File: src/design/rc_servo_frame_receiver_top_macros.svh
// ----------------------------------------------------------------------------
// rc servo frame receiver assertion macros
// shared concurrent check forms for the receiver modules
// ----------------------------------------------------------------------------
`ifndef RC_SERVO_FRAME_RECEIVER_TOP_MACROS_SVH
`define RC_SERVO_FRAME_RECEIVER_TOP_MACROS_SVH

// same-cycle implication check
`define RSFR_ASSERT_NOW(label, clk, rst, ante, cons, msg) \
   label: assert property (@(posedge clk) disable iff (rst) (ante) |-> (cons)) \
      else $error(msg);

// next-cycle implication check
`define RSFR_ASSERT_NEXT(label, clk, rst, ante, cons, msg) \
   label: assert property (@(posedge clk) disable iff (rst) (ante) |=> (cons)) \
      else $error(msg);

`endif

File: src/design/rsfr_pkg.sv
// ----------------------------------------------------------------------------
// rsfr_pkg
// shared types and constants of the rc servo frame receiver
// ----------------------------------------------------------------------------
package rsfr_pkg;

   localparam int CHANNELS     = 14;
   localparam int STORE_DEPTH  = 32;
   localparam int STORE_ADDR_W = $clog2(STORE_DEPTH);
   localparam int CHAN_IDX_W   = 4;
   localparam int CSR_INDEX_W  = 3;
   localparam int CSR_DATA_W   = 16;
   localparam int QUEUE_DEPTH  = 2;
   localparam int QUEUE_PTR_W  = $clog2(QUEUE_DEPTH);
   localparam int QUEUE_CNT_W  = $clog2(QUEUE_DEPTH + 1);

   // register indexes
   localparam logic [CSR_INDEX_W-1:0] CSR_GAP_TICKS        = 3'd0;
   localparam logic [CSR_INDEX_W-1:0] CSR_TIMEOUT_TICKS    = 3'd1;
   localparam logic [CSR_INDEX_W-1:0] CSR_MAX_FRAME_LENGTH = 3'd2;
   localparam logic [CSR_INDEX_W-1:0] CSR_FRAME_OVERHEAD   = 3'd3;
   localparam logic [CSR_INDEX_W-1:0] CSR_COMMAND_CODE     = 3'd4;
   localparam logic [CSR_INDEX_W-1:0] CSR_FILL_VALUE       = 3'd5;

   // register reset values
   localparam logic [7:0]  GAP_TICKS_RST        = 8'd3;
   localparam logic [15:0] TIMEOUT_TICKS_RST    = 16'd1000;
   localparam logic [5:0]  MAX_FRAME_LENGTH_RST = 6'd32;
   localparam logic [3:0]  FRAME_OVERHEAD_RST   = 4'd3;
   localparam logic [7:0]  COMMAND_CODE_RST     = 8'd64;
   localparam logic [15:0] FILL_VALUE_RST       = 16'd1500;

   localparam logic [15:0] CHECK_SEED = 16'hFFFF;

   // input item kinds
   localparam logic FUNC_BYTE = 1'b0;
   localparam logic FUNC_TICK = 1'b1;

   typedef struct packed {
      logic       func;
      logic [7:0] byte_value;
   } req_type;

   typedef struct packed {
      logic [CHAN_IDX_W-1:0] channel_index;
      logic [15:0]           channel_value;
      logic                  link_lost;
      logic                  last;
   } rsp_type;

   typedef struct packed {
      logic [7:0]  gap_ticks;
      logic [15:0] timeout_ticks;
      logic [5:0]  max_frame_length;
      logic [3:0]  frame_overhead;
      logic [7:0]  command_code;
      logic [15:0] fill_value;
   } cfg_type;

   // burst queue status seen by front and back
   typedef struct packed {
      logic full;
      logic not_empty;
      logic head_lost;
   } queue_status_type;

   // back part status and payload store read address
   typedef struct packed {
      logic                    busy;
      logic [STORE_ADDR_W-1:0] rd_addr;
   } back_status_type;

endpackage

File: src/design/rsfr_front.sv
// ----------------------------------------------------------------------------
// rsfr_front
// accepts bytes and ticks, parses frames, keeps the payload store and timers
// ----------------------------------------------------------------------------
module rsfr_front (
   input  logic                                 clock,
   input  logic                                 reset,
   input  logic                                 req_valid,
   output logic                                 req_stall,
   input  rsfr_pkg::req_type                    req_data,
   input  rsfr_pkg::cfg_type                    cfg,
   input  rsfr_pkg::queue_status_type           q_status,
   input  rsfr_pkg::back_status_type            back_status,
   output logic                                 push,
   output logic                                 push_lost,
   output logic [7:0]                           rd_data
);

   typedef enum logic [2:0] {
      PH_DISCARD,
      PH_LENGTH,
      PH_DATA,
      PH_CHKL,
      PH_CHKH
   } phase_type;

   phase_type   phase_ff, phase_in, phase_eff;
   logic [5:0]  count_ff, count_in, count_inc;
   logic [5:0]  target_ff, target_in;
   logic [15:0] check_ff, check_in;
   logic [7:0]  low_ff, low_in;
   logic [7:0]  idle_ff, idle_in;
   logic [15:0] since_ff, since_in;
   logic        link_ff, link_in;
   logic [7:0]  store_ff [rsfr_pkg::STORE_DEPTH];
   logic        store_we;
   logic [7:0]  len_diff;
   logic [7:0]  v;
   logic        accept;

   // ticks wait only for queue room, bytes wait until the burst is drained
   always_comb begin
      if (req_data.func == rsfr_pkg::FUNC_TICK) begin
         req_stall = q_status.full;
      end else begin
         req_stall = q_status.not_empty || back_status.busy;
      end
   end

   assign accept    = req_valid && !req_stall;
   assign v         = req_data.byte_value;
   assign len_diff  = v - {4'd0, cfg.frame_overhead};
   assign count_inc = count_ff + 6'd1;
   assign rd_data   = store_ff[back_status.rd_addr];

   // next state of the parser and timers
   always_comb begin
      phase_in  = phase_ff;
      count_in  = count_ff;
      target_in = target_ff;
      check_in  = check_ff;
      low_in    = low_ff;
      idle_in   = idle_ff;
      since_in  = since_ff;
      link_in   = link_ff;
      store_we  = 1'b0;
      push      = 1'b0;
      push_lost = 1'b0;
      phase_eff = (idle_ff >= cfg.gap_ticks) ? PH_LENGTH : phase_ff;
      if (accept) begin
         if (req_data.func == rsfr_pkg::FUNC_TICK) begin
            if (idle_ff != 8'hFF) begin
               idle_in = idle_ff + 8'd1;
            end
            if (since_ff != 16'hFFFF) begin
               since_in = since_ff + 16'd1;
            end
            // link loss once per receiving span
            if (link_ff && since_ff >= cfg.timeout_ticks) begin
               link_in   = 1'b0;
               push      = 1'b1;
               push_lost = 1'b1;
            end
         end else begin
            idle_in = 8'd0;
            unique case (phase_eff)
               PH_LENGTH: begin
                  if (v <= {2'd0, cfg.max_frame_length} &&
                      v >= {4'd0, cfg.frame_overhead} + 8'd1) begin
                     count_in  = 6'd0;
                     target_in = len_diff[5:0];
                     check_in  = rsfr_pkg::CHECK_SEED - {8'd0, v};
                     phase_in  = PH_DATA;
                  end else begin
                     phase_in = PH_DISCARD;
                  end
               end
               PH_DATA: begin
                  store_we = count_ff < 6'(rsfr_pkg::STORE_DEPTH);
                  check_in = check_ff - {8'd0, v};
                  count_in = count_inc;
                  if (count_inc == target_ff) begin
                     phase_in = PH_CHKL;
                  end
               end
               PH_CHKL: begin
                  low_in   = v;
                  phase_in = PH_CHKH;
               end
               PH_CHKH: begin
                  // good frame: checksum and command byte both match
                  if (check_ff == {v, low_ff} && store_ff[0] == cfg.command_code) begin
                     push     = 1'b1;
                     since_in = 16'd0;
                     link_in  = 1'b1;
                  end
                  phase_in = PH_DISCARD;
               end
               default: begin
                  phase_in = PH_DISCARD;
               end
            endcase
         end
      end
   end

   // parser state and counters
   always_ff @(posedge clock) begin
      if (reset) begin
         phase_ff  <= PH_DISCARD;
         count_ff  <= 6'd0;
         target_ff <= 6'd0;
         check_ff  <= 16'd0;
         low_ff    <= 8'd0;
         idle_ff   <= 8'd0;
         since_ff  <= 16'd0;
         link_ff   <= 1'b0;
      end else begin
         phase_ff  <= phase_in;
         count_ff  <= count_in;
         target_ff <= target_in;
         check_ff  <= check_in;
         low_ff    <= low_in;
         idle_ff   <= idle_in;
         since_ff  <= since_in;
         link_ff   <= link_in;
      end
   end

   // payload store, cleared by reset
   always_ff @(posedge clock) begin
      if (reset) begin
         for (int i = 0; i < rsfr_pkg::STORE_DEPTH; i++) begin
            store_ff[i] <= 8'd0;
         end
      end else if (store_we) begin
         store_ff[count_ff[rsfr_pkg::STORE_ADDR_W-1:0]] <= v;
      end
   end

endmodule

File: src/design/rsfr_queue.sv
// ----------------------------------------------------------------------------
// rsfr_queue
// short queue of pending bursts between front and back
// ----------------------------------------------------------------------------
`include "rc_servo_frame_receiver_top_macros.svh"

module rsfr_queue (
   input  logic                       clock,
   input  logic                       reset,
   input  logic                       push,
   input  logic                       push_lost,
   input  logic                       pop,
   output rsfr_pkg::queue_status_type q_status
);

   localparam int PW = rsfr_pkg::QUEUE_PTR_W;
   localparam int CW = rsfr_pkg::QUEUE_CNT_W;

   logic          entry_ff [rsfr_pkg::QUEUE_DEPTH];
   logic [PW-1:0] wr_ptr_ff, wr_ptr_in;
   logic [PW-1:0] rd_ptr_ff, rd_ptr_in;
   logic [CW-1:0] count_ff, count_in;

   // pointer and fill count update, depth is a power of two
   always_comb begin
      wr_ptr_in = push ? wr_ptr_ff + PW'(1) : wr_ptr_ff;
      rd_ptr_in = pop ? rd_ptr_ff + PW'(1) : rd_ptr_ff;
      count_in  = count_ff;
      if (push && !pop) begin
         count_in = count_ff + CW'(1);
      end else if (pop && !push) begin
         count_in = count_ff - CW'(1);
      end
   end

   always_ff @(posedge clock) begin
      if (reset) begin
         wr_ptr_ff <= '0;
         rd_ptr_ff <= '0;
         count_ff  <= '0;
      end else begin
         wr_ptr_ff <= wr_ptr_in;
         rd_ptr_ff <= rd_ptr_in;
         count_ff  <= count_in;
      end
   end

   // burst kind storage
   always_ff @(posedge clock) begin
      if (push) begin
         entry_ff[wr_ptr_ff] <= push_lost;
      end
   end

   assign q_status.full      = count_ff == CW'(rsfr_pkg::QUEUE_DEPTH);
   assign q_status.not_empty = count_ff != '0;
   assign q_status.head_lost = entry_ff[rd_ptr_ff];

   `RSFR_ASSERT_NOW(a_no_push_full, clock, reset, push, count_ff != CW'(rsfr_pkg::QUEUE_DEPTH), "burst pushed into full queue")
   `RSFR_ASSERT_NOW(a_no_pop_empty, clock, reset, pop, count_ff != '0, "burst popped from empty queue")
   `RSFR_ASSERT_NOW(a_count_bound, clock, reset, 1'b1, count_ff <= CW'(rsfr_pkg::QUEUE_DEPTH), "queue count out of range")

endmodule

File: src/design/rsfr_back.sv
// ----------------------------------------------------------------------------
// rsfr_back
// plays out one burst of channel results from the store or the fill value
// ----------------------------------------------------------------------------
`include "rc_servo_frame_receiver_top_macros.svh"

module rsfr_back (
   input  logic                             clock,
   input  logic                             reset,
   input  rsfr_pkg::queue_status_type       q_status,
   output logic                             pop,
   output rsfr_pkg::back_status_type        back_status,
   input  logic [7:0]                       rd_data,
   input  logic [15:0]                      fill_value,
   output logic                             rsp_valid,
   input  logic                             rsp_stall,
   output rsfr_pkg::rsp_type                rsp_data
);

   localparam int AW = rsfr_pkg::STORE_ADDR_W;
   localparam int IW = rsfr_pkg::CHAN_IDX_W;
   localparam logic [IW-1:0] LAST_IDX = IW'(rsfr_pkg::CHANNELS - 1);

   typedef enum logic [1:0] {
      ST_IDLE,
      ST_READ_LO,
      ST_READ_HI,
      ST_SEND
   } state_type;

   state_type         state_ff;
   logic [IW-1:0]     index_ff;
   logic [IW-1:0]     index_inc;
   logic              lost_ff;
   logic [7:0]        low_ff;
   rsfr_pkg::rsp_type rsp_ff;
   logic              rsp_valid_ff;
   logic [AW-1:0]     base_addr;
   logic              done;

   // channel i sits in store bytes 2i+1 and 2i+2
   assign base_addr              = AW'({index_ff, 1'b0});
   assign back_status.rd_addr    = (state_ff == ST_READ_HI) ? base_addr + AW'(2)
                                                            : base_addr + AW'(1);
   assign back_status.busy       = state_ff != ST_IDLE;
   assign pop                    = (state_ff == ST_IDLE) && q_status.not_empty;
   assign index_inc              = index_ff + IW'(1);
   assign done                   = rsp_valid_ff && !rsp_stall;
   assign rsp_valid              = rsp_valid_ff;
   assign rsp_data               = rsp_ff;

   // burst sequencer with registered result
   always_ff @(posedge clock) begin
      if (reset) begin
         state_ff     <= ST_IDLE;
         rsp_valid_ff <= 1'b0;
         index_ff     <= '0;
         lost_ff      <= 1'b0;
      end else begin
         unique case (state_ff)
            ST_IDLE: begin
               if (q_status.not_empty) begin
                  index_ff <= '0;
                  lost_ff  <= q_status.head_lost;
                  if (q_status.head_lost) begin
                     rsp_ff.channel_index <= '0;
                     rsp_ff.channel_value <= fill_value;
                     rsp_ff.link_lost     <= 1'b1;
                     rsp_ff.last          <= LAST_IDX == '0;
                     rsp_valid_ff         <= 1'b1;
                     state_ff             <= ST_SEND;
                  end else begin
                     state_ff <= ST_READ_LO;
                  end
               end
            end
            ST_READ_LO: begin
               low_ff   <= rd_data;
               state_ff <= ST_READ_HI;
            end
            ST_READ_HI: begin
               rsp_ff.channel_index <= index_ff;
               rsp_ff.channel_value <= {rd_data, low_ff};
               rsp_ff.link_lost     <= 1'b0;
               rsp_ff.last          <= index_ff == LAST_IDX;
               rsp_valid_ff         <= 1'b1;
               state_ff             <= ST_SEND;
            end
            ST_SEND: begin
               if (done) begin
                  rsp_valid_ff <= 1'b0;
                  if (rsp_ff.last) begin
                     state_ff <= ST_IDLE;
                  end else begin
                     index_ff <= index_inc;
                     if (lost_ff) begin
                        rsp_ff.channel_index <= index_inc;
                        rsp_ff.last          <= index_inc == LAST_IDX;
                        rsp_valid_ff         <= 1'b1;
                     end else begin
                        state_ff <= ST_READ_LO;
                     end
                  end
               end
            end
            default: begin
               state_ff <= ST_IDLE;
            end
         endcase
      end
   end

   `RSFR_ASSERT_NOW(a_valid_in_send, clock, reset, rsp_valid_ff, state_ff == ST_SEND, "result shown outside send state")
   `RSFR_ASSERT_NEXT(a_last_to_idle, clock, reset, done && rsp_ff.last, state_ff == ST_IDLE && !rsp_valid_ff, "burst did not end after final transfer")
   `RSFR_ASSERT_NEXT(a_index_step, clock, reset, done && !rsp_ff.last, index_ff == $past(index_inc), "channel index did not advance")

endmodule

File: src/design/rc_servo_frame_receiver_top.sv
// ----------------------------------------------------------------------------
// rc_servo_frame_receiver_top
// receiver for length-prefixed, checksummed rc channel frames
// ----------------------------------------------------------------------------
// Input channel req_*: one transfer is a received byte or a one millisecond
// tick. An idle gap of gap_ticks opens a frame; a good frame (checksum and
// command byte match) yields a burst of 14 channel results on rsp_*.
// A link silent for more than timeout_ticks yields one burst of fill values
// with link_lost set. last marks the final channel of each burst.
// The parser takes a new byte or tick whenever req_stall is low. A frame
// burst reads each channel as two store bytes through the single store
// read port, low byte then high byte, and then shows it in the output
// register; a fill burst gives one result per cycle while rsp_stall is low.
// A two-entry burst queue sits between the parser and the burst sequencer.
// Bytes are held off while a burst is queued or playing, since they would
// overwrite the store it reads; ticks are held off only when the queue is
// full. A stalled rsp side holds the current result and stops the sequencer.
// Reset (synchronous) restores register defaults, clears the store, the
// parser, the timers and the queue; the block accepts transfers right after.
// csr_*: one write per cycle with csr_we, no read-back; write only when idle.
// ----------------------------------------------------------------------------
module rc_servo_frame_receiver_top (
   input  logic                                clock,
   input  logic                                reset,
   input  logic                                req_valid,
   output logic                                req_stall,
   input  rsfr_pkg::req_type                   req_data,
   output logic                                rsp_valid,
   input  logic                                rsp_stall,
   output rsfr_pkg::rsp_type                   rsp_data,
   input  logic                                csr_we,
   input  logic [rsfr_pkg::CSR_INDEX_W-1:0]    csr_index,
   input  logic [rsfr_pkg::CSR_DATA_W-1:0]     csr_wdata
);

   rsfr_pkg::cfg_type          cfg_ff;
   rsfr_pkg::queue_status_type q_status;
   rsfr_pkg::back_status_type  back_status;
   logic                       push;
   logic                       push_lost;
   logic                       pop;
   logic [7:0]                 rd_data;

   // configuration registers
   always_ff @(posedge clock) begin
      if (reset) begin
         cfg_ff.gap_ticks        <= rsfr_pkg::GAP_TICKS_RST;
         cfg_ff.timeout_ticks    <= rsfr_pkg::TIMEOUT_TICKS_RST;
         cfg_ff.max_frame_length <= rsfr_pkg::MAX_FRAME_LENGTH_RST;
         cfg_ff.frame_overhead   <= rsfr_pkg::FRAME_OVERHEAD_RST;
         cfg_ff.command_code     <= rsfr_pkg::COMMAND_CODE_RST;
         cfg_ff.fill_value       <= rsfr_pkg::FILL_VALUE_RST;
      end else if (csr_we) begin
         unique case (csr_index)
            rsfr_pkg::CSR_GAP_TICKS:        cfg_ff.gap_ticks        <= csr_wdata[7:0];
            rsfr_pkg::CSR_TIMEOUT_TICKS:    cfg_ff.timeout_ticks    <= csr_wdata[15:0];
            rsfr_pkg::CSR_MAX_FRAME_LENGTH: cfg_ff.max_frame_length <= csr_wdata[5:0];
            rsfr_pkg::CSR_FRAME_OVERHEAD:   cfg_ff.frame_overhead   <= csr_wdata[3:0];
            rsfr_pkg::CSR_COMMAND_CODE:     cfg_ff.command_code     <= csr_wdata[7:0];
            rsfr_pkg::CSR_FILL_VALUE:       cfg_ff.fill_value       <= csr_wdata[15:0];
            default: begin
            end
         endcase
      end
   end

   // parser, store and timers
   rsfr_front u_front (
      .clock       (clock),
      .reset       (reset),
      .req_valid   (req_valid),
      .req_stall   (req_stall),
      .req_data    (req_data),
      .cfg         (cfg_ff),
      .q_status    (q_status),
      .back_status (back_status),
      .push        (push),
      .push_lost   (push_lost),
      .rd_data     (rd_data)
   );

   // pending bursts
   rsfr_queue u_queue (
      .clock     (clock),
      .reset     (reset),
      .push      (push),
      .push_lost (push_lost),
      .pop       (pop),
      .q_status  (q_status)
   );

   // burst sequencer and result register
   rsfr_back u_back (
      .clock       (clock),
      .reset       (reset),
      .q_status    (q_status),
      .pop         (pop),
      .back_status (back_status),
      .rd_data     (rd_data),
      .fill_value  (cfg_ff.fill_value),
      .rsp_valid   (rsp_valid),
      .rsp_stall   (rsp_stall),
      .rsp_data    (rsp_data)
   );

endmodule
File: config.mk
export PLATFORM = sky130hd
export DESIGN_NAME = rc_servo_frame_receiver_top
export DESIGN_NICKNAME = d
export VERILOG_FILES = /design/src/design/rsfr_pkg.sv /design/src/design/rsfr_front.sv /design/src/design/rsfr_queue.sv /design/src/design/rsfr_back.sv /design/src/design/rc_servo_frame_receiver_top.sv
export VERILOG_INCLUDE_DIRS = /design/src /design/src/design
export SDC_FILE = /design/constraint.sdc
export NUM_CORES = 1
export LEC_CHECK = 0
export ABC_CLOCK_PERIOD_IN_PS = 10100
export CORE_ASPECT_RATIO = 0.7
export CORE_MARGIN = 5
export CORE_UTILIZATION = 60
export CTS_BUF_LIST = sky130_fd_sc_hd__clkbuf_2
export DETAILED_ROUTE_END_ITERATION = 12
export DONT_BUFFER_PORTS = 1
export GPL_TIMING_DRIVEN = 0
export PLACE_DENSITY = 0.76
export SYNTH_ARGS = -nofsm -noshare
export SYNTH_HDL_FRONTEND = slang
export SYNTH_SLANG_ARGS = --single-unit
File: constraint.sdc
create_clock -name clock -period 10.1 [get_ports clock]
set_input_delay 2.02 -clock clock [delete_from_list [all_inputs] [get_ports clock]]
set_output_delay 2.02 -clock clock [all_outputs]
set_load 0.02 [all_outputs]
Word-level counts from Yosys, hierarchy flattened. Memory sizes are Yosys's and may differ from the RTL's. A register that Yosys moved wholly into a read port is not among the register bits. Index checks and enable logic that the tools add are counted.

Flip-flop bits (word level): 164. RAM bits: 258. Bits of input ports: 33. Output and inout bits: 24. Word-level logic and storage cells: 197. Memories: 2.

Add/subtract/negate cells: 14. Magnitude comparators: 5. Equal/unequal tests: 31. Muxes and demuxes: 71. Bitwise logic cells: 2. Reduce and logical (&&, ||, !) cells: 46.

Memory list: u_front.store_ff (words 32, bits a word 8, read ports 2, clocked after Yosys merged registers in 0, write ports 32, RTL line rsfr_front.sv:35) `logic [7:0] store_ff [rsfr_pkg::STORE_DEPTH];`; u_queue.entry_ff (words 2, bits a word 1, read ports 1, clocked after Yosys merged registers in 1, write ports 1, RTL line rsfr_queue.sv:19) `logic entry_ff [rsfr_pkg::QUEUE_DEPTH];`.

Operators with widths (number): 16-bit 2-to-1 mux (5); 22-bit 2-to-1 mux (2); 17-bit case mux with 2 select lines (1); 1-bit 2-to-1 mux (33); 16-bit case mux with 2 select lines (1); 4-bit AND reduction (7); 4-bit 2-to-1 mux (6); 8-bit 2-to-1 mux (3); 2-bit by 1-bit inequality test with 1-bit output (second input constant) (9); 2-bit AND reduction (9); 16-bit by 1-bit adder with 16-bit output (second input constant) (1); 16-bit == test (1); 16-bit greater-or-equal comparator (1); 2-bit 2-to-1 mux (8); 16-bit inequality test (second input constant) (1); 2-bit nonzero test (8); 16-bit by 8-bit subtractor with 16-bit output (1); 3-bit by 2-bit == test with 1-bit output (second input constant) (4); 4-bit case mux with 3 select lines (1); 6-bit case mux with 2 select lines (1); 5-bit 2-to-1 mux (2); 1-bit by 9-bit subtractor with 10-bit output (first input constant) (1); 3-bit == test (second input constant) (3); 3-bit case mux with 3 select lines (1); other kinds (39) (59).

Logic depth before layout (Yosys ltp). Gate-level depths: netlist of run 1.

Depth after elaboration: 11. Gate-level depth with buffers: 13. Mapped depth without buffers: 11.

By module. A second synthesis of run 1 with hierarchy kept.

Cell total of the unflattened synthesis: 1743. Area total of the unflattened synthesis: 20927.6 um^2.

By module, submodules not included: rsfr_front (instances 1, cells an instance 1343, area each 16410.7 um^2, seq. area each 8968.6 um^2); rc_servo_frame_receiver_top (instances 1, cells an instance 227, area each 2373.5 um^2, seq. area each 1161.1 um^2); rsfr_back (instances 1, cells an instance 148, area each 1861.8 um^2, seq. area each 1061.0 um^2); rsfr_queue (instances 1, cells an instance 25, area each 281.5 um^2, seq. area each 160.2 um^2).

Worst setup path before layout of run 1. OpenSTA, ideal clock, no wires.

Path type: input port to output port. Start point: input port req_data[8] (netlist bit). End point: output port req_stall. Arrival: 2.907 ns. Data required time: 8.080 ns. Slack: 5.173 ns. Stages on the path: 3. Buffers on the path: 2. Cell sequence: clkbuf_1 > clkbuf_1 > o21ai_0.

Cells in the longest elaborated chain, start to end: 1.

Ends and longest elaborated chain: from (decl) (RTL line rc_servo_frame_receiver_top.sv:27) `input rsfr_pkg::req_type req_data,`; 1-bit 2-to-1 mux (RTL line rsfr_front.sv:43) `if (req_data.func == rsfr_pkg::FUNC_TICK) begin`; to (decl) (RTL line rc_servo_frame_receiver_top.sv:26) `output logic req_stall,`.

No other way between the ends.

Final worst setup path of run 1. Ends and elaborated chain as after synthesis.

==> results of run 1 <==
==> worst reg2reg max path: stages (launching register included) <==
cell and delay, ns:
sky130_fd_sc_hd__dfxtp_1 0.37, sky130_fd_sc_hd__inv_1 0.10, sky130_fd_sc_hd__ha_1 0.33, sky130_fd_sc_hd__nor3b_2 0.44, sky130_fd_sc_hd__nand3_1 0.21, sky130_fd_sc_hd__a2111oi_4 0.49
sky130_fd_sc_hd__nand3_1 0.58, sky130_fd_sc_hd__clkbuf_1 0.51, sky130_fd_sc_hd__o21ai_1 0.83
==> per-stage QoR <==
step | utilization | setup WS (ns) | hold slack [ns] | instances | total power [mW]
after global placement | 0.6262 | 4.798 | 0.4417 | 2212 | 2.517
after global routing | 0.6543 | 4.687 | 0.4856 | 2396 | 3.806
after detailed placement | 0.6263 | 4.763 | 0.4507 | 2212 | 2.533
after floorplan | - | 5.173 | 0.4338 | 1777 | 2.351
after CTS | 0.6542 | 4.769 | 0.4679 | 2395 | 3.651
final | 0.6543 | 4.697 | 0.4654 | 2396 | 3.692
==> worst paths after layout <==
check	start	end	slack [ns]	cells after the start
min	cfg_ff[46]	cfg_ff[46]	0.47	2
min reg2reg	cfg_ff[46]	cfg_ff[46]	0.47	2
max reg2reg	u_back.state_ff[0]	u_front.store_ff[17][4]	5.82	8
max	req_data[8]	req_stall	4.70	3
==> cells in the mapped netlist (37+ instances only) <==
cell | instances | area [um^2]
sky130_fd_sc_hd__a21oi_1 | 80 | 400.4
sky130_fd_sc_hd__clkbuf_1 | 123 | 461.7
sky130_fd_sc_hd__dfxtp_1 | 135 | 2703
sky130_fd_sc_hd__edfxtp_1 | 288 | 8648
sky130_fd_sc_hd__ha_1 | 62 | 775.7
sky130_fd_sc_hd__inv_1 | 68 | 255.2
sky130_fd_sc_hd__mux4_2 | 80 | 1802
sky130_fd_sc_hd__nand2_1 | 123 | 461.7
sky130_fd_sc_hd__nand3_1 | 60 | 300.3
sky130_fd_sc_hd__nor2_1 | 79 | 296.5
sky130_fd_sc_hd__nor3_1 | 279 | 1396
sky130_fd_sc_hd__o21ai_0 | 43 | 215.2
sky130_fd_sc_hd__xnor2_1 | 37 | 324.1
==> cells by family after synthesis <==
group / Yosys count / synth area share
mux: 130 / 0.1135
flops: 423 / 0.5533
buf+inv: 219 / 0.04288
simple gates: 633 / 0.1501
compound gates: 256 / 0.07825
fa+ha+maj: 64 / 0.03977
xor+xnor: 52 / 0.02220
==> cell usage in the layout (no fill, tap or decap), types with 28 or more instances in the layout <==
master / count
sky130_fd_sc_hd__nor3_1: 279
sky130_fd_sc_hd__mux2i_1: 29
sky130_fd_sc_hd__xnor2_1: 37
sky130_fd_sc_hd__clkbuf_1: 123
sky130_fd_sc_hd__o21ai_0: 43
sky130_fd_sc_hd__clkbuf_2: 144
sky130_fd_sc_hd__nand3_1: 60
sky130_fd_sc_hd__o21ai_1: 28
sky130_fd_sc_hd__clkinv_1: 30
sky130_fd_sc_hd__nor2_1: 79
sky130_fd_sc_hd__inv_1: 68
sky130_fd_sc_hd__nand2_1: 123
sky130_fd_sc_hd__dfxtp_1: 135
sky130_fd_sc_hd__a21oi_1: 79
sky130_fd_sc_hd__ha_1: 62
sky130_fd_sc_hd__edfxtp_1: 288
sky130_fd_sc_hd__mux4_2: 80
==> sequential cells by signal, summed over array words and instances (netlist names), named ones only <==
signal,count
u_queue.entry_ff,2
u_back.rsp_valid,1
u_front.phase_ff,3
u_queue.rd_ptr_ff,1
u_front.count_ff,6
u_front.since_ff,16
cfg_ff,58
u_back.low_ff,8
u_back.lost_ff,1
u_front.idle_ff,8
u_front.store_ff,256
u_back.rsp_data,22
u_queue.count_ff,2
u_front.check_ff,16
u_back.index_ff,4
u_front.target_ff,6
u_front.low_ff,8
u_queue.wr_ptr_ff,1
u_front.link_ff,1
u_back.state_ff,2
==> per-layer routing <==
metal  share of wire  track usage  up-vias
li1                -            -     6931
met1            0.39       0.4740     7808
met2            0.41       0.4556     1313
met3            0.17       0.1493      194
met4           0.030      0.09017        0
met5               0            0        -
==> power by group <==
part	switching (mW)	internal [mW]
clock	0.733	0.439
sequential	0.0694	1.94
combinational	0.327	0.184
==> final cells by class <==
cell class / instances / area [um^2]
Fill cell: 2563 / 11630
Sequential cell: 423 / 11350
Multi-Input combinational cell: 1135 / 8288
Clock buffer: 144 / 720.7
Buffer: 148 / 613.1
Tap cell: 435 / 544.3
Inverter: 71 / 266.5
Clock inverter: 39 / 220.2
Antenna cell: 1 / 2.502
==> impl_metrics.toml, run 1 <==
[status]
status = "finished with violations"
failed_checks = "max-capacitance violations, max-slew violations"

[timing]
clock.fmax_mhz = 185.1
drv_slew = 1
setup_repair_after_global_routing_missed_its_margin = "no"
timing.clock.skew_ns = 0.1086
timing_hold_violations_final = 0
final.period_utilization = 0.5350
slew-limit-headroom = -0.001749
transition_time_of_the_tightest_slew_check_pin_ns = 1.487
setup_total_negative_slack_ns = 0
setup_viol = 0
fin_crit_period_ns = 5.403

[synthesis]
yosys_warnings = 0
post_synth_instance_area_um2 = 20510
synth.avg_cell_area_um2 = 11.54
synthesis.nets = 1874
ys_async_sr_fraction = 0
top_flip_flop_cell_by_instance_count_after_synthesis = "sky130_fd_sc_hd__edfxtp_1"
synth_enable_flop_cells = 288
synth.lib_cells_used.distinct = 67
syn_inst = 1777
synthesized_flop_and_latch_total = 423
seq_area_frac_synth = 0.5533

[global_routing]
antenna_found_initial = 1
pin_count_of_the_biggest_net_entering_global_routing = 18
grt_pass1_wl_um = 93820
gr-usage-all-layers = 0.3293
number_of_global_route_vias_before_repair = 15330
grt_remaining_overflow = 0

[finish]
area.growth.synth_to_final_pct = 7.270
fin_nets = 1974
post_route_cells_drive_above_1_share = 0.1464
final_area_um2 = 22010

[die]
core-area_um2 = 33630
core.rowCount = 56
floorplan.die.height_um = 164.7
dieArea_um2 = 38050
initial_utilization = 0.6100
boundaryPins = 57
fp.dieW_um = 231.0

[worst_setup_path]
slowest_delay_ns = 0.54
ws_path_type = "in2out"
cp_max_fo = 10
gate_family_responsible_for_the_most_delay_along_the_worst_path = "buffers and inverters"
path_common_cell = "sky130_fd_sc_hd__clkbuf_1"
critical_path_required_ns = 8.08
critPathBufInv = 2
worst-endpoint-arrival_ns = 3.38
path_cells = "clkbuf_1 -> clkbuf_1 -> o21ai_0"
crit_path_start_kind = "input port"
timing.critical_path.to_type = "output port"
crit_slowest_cell = "sky130_fd_sc_hd__clkbuf_1"

[place]
gp_congestion = 1.010
dp_hpwl_um = 44980
postPlaceCellArea_um2 = 21060
io_buffers = 0

[clock_tree]
h_tree_depth_reported_by_cts = 3
clk_latency_ns = 1.09
cts_tree = "done"
clockRootBuffer = "sky130_fd_sc_hd__clkbuf_2"
cts_resized = 0
cts_setup_buffers = 0
cts_buffers = 98
cts.hold.buffers_added = 0
cts-root-to-sink-buffers = 3
cts.sink_count = 423
clock_pin_transition_on_the_worst_setup_and_hold_timing_paths_ns = 0.12

[power]
power_density_nw_per_um2 = 167.8
leakagePower_nw = 7.378
peakVddDrop_mv = 0.07942

[routing]
routed-via-count = 16250
drc = 0
wl_um = 62910
routed_via_density = 6.780
drtIter0Drc = 2701
routedWlPerCell_um = 26.26
antenna_left = 0
drt_first_pass_iters = 6

[worst_hold_path]
min-delay-path-class = "reg2reg"

[run]
timing.max_cap.violations = 2
Note: power is estimated with default switching activity, not from simulation.
==> run 2, diff against run 1 <==
--- a/config.mk
+++ b/config.mk
@@ -6,7 +6,7 @@
 export SDC_FILE = /design/constraint.sdc
 export NUM_CORES = 1
 export LEC_CHECK = 0
-export ABC_CLOCK_PERIOD_IN_PS = 10100
+export ABC_CLOCK_PERIOD_IN_PS = 5000
 export CORE_ASPECT_RATIO = 0.7
 export CORE_MARGIN = 5
 export CORE_UTILIZATION = 60
==> constraint.sdc (replaced) <==
create_clock -name clock -period 5 [get_ports clock]
set_input_delay 1 -clock clock [delete_from_list [all_inputs] [get_ports clock]]
set_output_delay 1 -clock clock [all_outputs]
set_load 0.02 [all_outputs]
==> run 2 against run 1 <==
The run still ends with max-capacitance violations, max-slew violations left; combinational power grew 110%; register-to-register slack lost 5.2 ns; non-clock buffer count grew 9; clock power grew 100%; routed wire length is essentially flat; power grew 100%; first-iteration DRC count grew 0.81%; global-route usage grew 0.090 points; critical path type is now reg2reg.
==> impl_metrics.toml, run 2 (same netlist as run 1, synthesis figures left out) <==
[die]
core.rowCount = 56
floorplan.die.height_um = 164.7
boundaryPins = 57
initial_utilization = 0.6100
core-area_um2 = 33630
dieArea_um2 = 38050
fp.dieW_um = 231.0

[finish]
area.growth.synth_to_final_pct = 7.709
n_fill_cell = 2552
top_register = "u_front.store_ff"
ff_latch_area_um2 = 11350
post_route_cells_drive_above_1_share = 0.1458
final_common_cell = "sky130_fd_sc_hd__edfxtp_1"
largest_reg_flops = 256
fin_nets = 1983
multi_input_comb_area_um2 = 8288
final_cells = 2405
layout_common_cells = "sky130_fd_sc_hd__edfxtp_1, sky130_fd_sc_hd__nor3_1, sky130_fd_sc_hd__clkbuf_2"

[power]
leakagePower_nw = 7.417
share_comb_of_total_power = 0.143
internal_power_mw = 5.202
power_density_nw_per_um2 = 340.2
netSwitchingPower_mw = 2.314
seq_power_share = 0.541
peakVddDrop_mv = 0.1619
clockPowerShare = 0.315
swShare = 0.3079

[timing]
drv_slew = 1
clock.fmax_mhz = 228.0
setup_viol = 0
timing_hold_violations_final = 0
transition_time_of_the_tightest_slew_check_pin_ns = 1.496
setup_repair_after_global_routing_missed_its_margin = "no"
fin_crit_period_ns = 4.385
slew-limit-headroom = -0.007787
hold_slack_ns = 0.1053
timing.clock.skew_ns = 0.1022
setup_total_negative_slack_ns = 0
final.period_utilization = 0.8770

[place]
gp_congestion = 1.010
io_buffers = 0
dp_hpwl_um = 44980
dpl.cell_count = 2212

[global_routing]
antenna_found_initial = 1
globalRouteMet3Util = 0.1529
grt_pass1_wl_um = 94050
grt_remaining_overflow = 0
pin_count_of_the_biggest_net_entering_global_routing = 18
top_usage_layer = "met1"
grtUsageMet2 = 0.4583
gr-usage-all-layers = 0.3302
met1_usage = 0.4712
number_of_global_route_vias_before_repair = 15370

[clock_tree]
clockRootBuffer = "sky130_fd_sc_hd__clkbuf_2"
clock_pin_transition_on_the_worst_setup_and_hold_timing_paths_ns = 0.13
h_tree_depth_reported_by_cts = 3
cts.sink_count = 423
cts_buffers = 98
clk_latency_ns = 1.07
cts_tree = "done"
cts_setup_buffers = 0
cts-root-to-sink-buffers = 3

[worst_hold_path]
startpoint_of_the_worst_hold_path = "csr_wdata[0]"
min-delay-path-class = "in2reg"
hold_path_end = "cfg_ff[50]"
timing.hold.worst_path_depth = 2

[worst_setup_path]
critical_path.reg2reg.startpoint = "u_back.state_ff[0]"
gate_family_responsible_for_the_most_delay_along_the_worst_path = "compound AO/OA/AOI/OAI gates"
critPathBufInv = 2
crit-reg2reg-capture = "u_front.store_ff[17][5]"
critical_path_required_ns = 5.60
path_cells = "inv_1 -> ha_1 -> nor3b_2 -> nand3_1 -> a2111oi_4 -> nand3_1 -> clkbuf_1 -> o21ai_1"
crit_path_start_kind = "register"
worstRegToRegCells = 8
slowest_delay_ns = 0.88
timing.critical_path.to_type = "register"
cp_max_fo = 10
crit_slowest_cell = "sky130_fd_sc_hd__o21ai_1"
ws_path_type = "reg2reg"
path_common_cell = "sky130_fd_sc_hd__nand3_1"
setup_slack_of_the_most_critical_reg_to_reg_path_ns = 0.61
worst-endpoint-arrival_ns = 4.98

[routing]
wl_um = 62910
drtIter0Drc = 2723
routed_via_density = 6.729
routedWlPerCell_um = 26.16
routed-via-count = 16180
antenna_left = 0
drc = 0
drt_first_pass_iters = 8

[status]
failed_checks = "max-capacitance violations, max-slew violations"
status = "finished with violations"

[run]
timing.max_cap.violations = 2
-- run 2: what timing repair did --
action                                 CTS  global route
resized for setup                        0             0
setup endpoints to repair                0             0
hold buffers                             9             0
endpoints found under the hold margin   14             0
-- run 2: worst max-delay path by stage --
stage / to / cells after the start / start
final: u_front.store_ff[17][5] / 8 / u_back.state_ff[0]
after global routing: u_front.store_ff[17][5] / 8 / u_back.state_ff[0]
after CTS: u_front.store_ff[17][5] / 8 / u_back.state_ff[0]
after detailed placement: u_front.store_ff[17][1] / 7 / req_data[8]
after global placement: u_front.store_ff[17][5] / 7 / req_data[8]
after floorplan: u_front.check_ff[10] / 9 / req_data[6]
-- run 2: through the flow --
step / total power, mW / cell area [um^2] / utilization / setup WS, ns
finish: 7.516 / 22100 / 0.6570 / 0.6149
global route: 7.747 / 22100 / 0.6570 / 0.5401
CTS: 7.431 / 22090 / 0.6569 / 0.8585
detailed placement: 5.164 / 21060 / 0.6263 / 0.6880
global placement: 5.131 / 21060 / 0.6262 / 0.7466
floorplan: 4.784 / 20510 / - / 1.771
-- run 2: layout make-up --
type / instances / share of cell area
buffer: 148 / 0.02775
clock inverter: 39 / 0.009966
timing repair buffer: 9 / 0.004077
clock buffer: 144 / 0.03262
multi-input combinational: 1135 / 0.3751
sequential: 423 / 0.5137
inverter: 71 / 0.01206
antenna: 1 / 0.0001133
tap: 435 / 0.02463
-- run 2: power by group through the flow --
stage          logic, mW  registers (mW)  clock network (mW)
2_1_floorplan      0.680            4.10                   0
3_3_place_gp       0.994            4.14                   0
3_5_place_dp        1.02            4.15                   0
4_1_cts             1.03            4.07                2.33
5_1_grt             1.12            4.08                2.54
6_report            1.08            4.07                2.37
-- run 2: metal layers --
layer | routed length, um | part of all wire | vias to the layer above
met5 | 0 | 0 | -
met4 | 1908 | 0.030 | 0
met3 | 11290 | 0.18 | 180
met2 | 25550 | 0.41 | 1295
met1 | 24160 | 0.38 | 7757
li1 | - | - | 6951
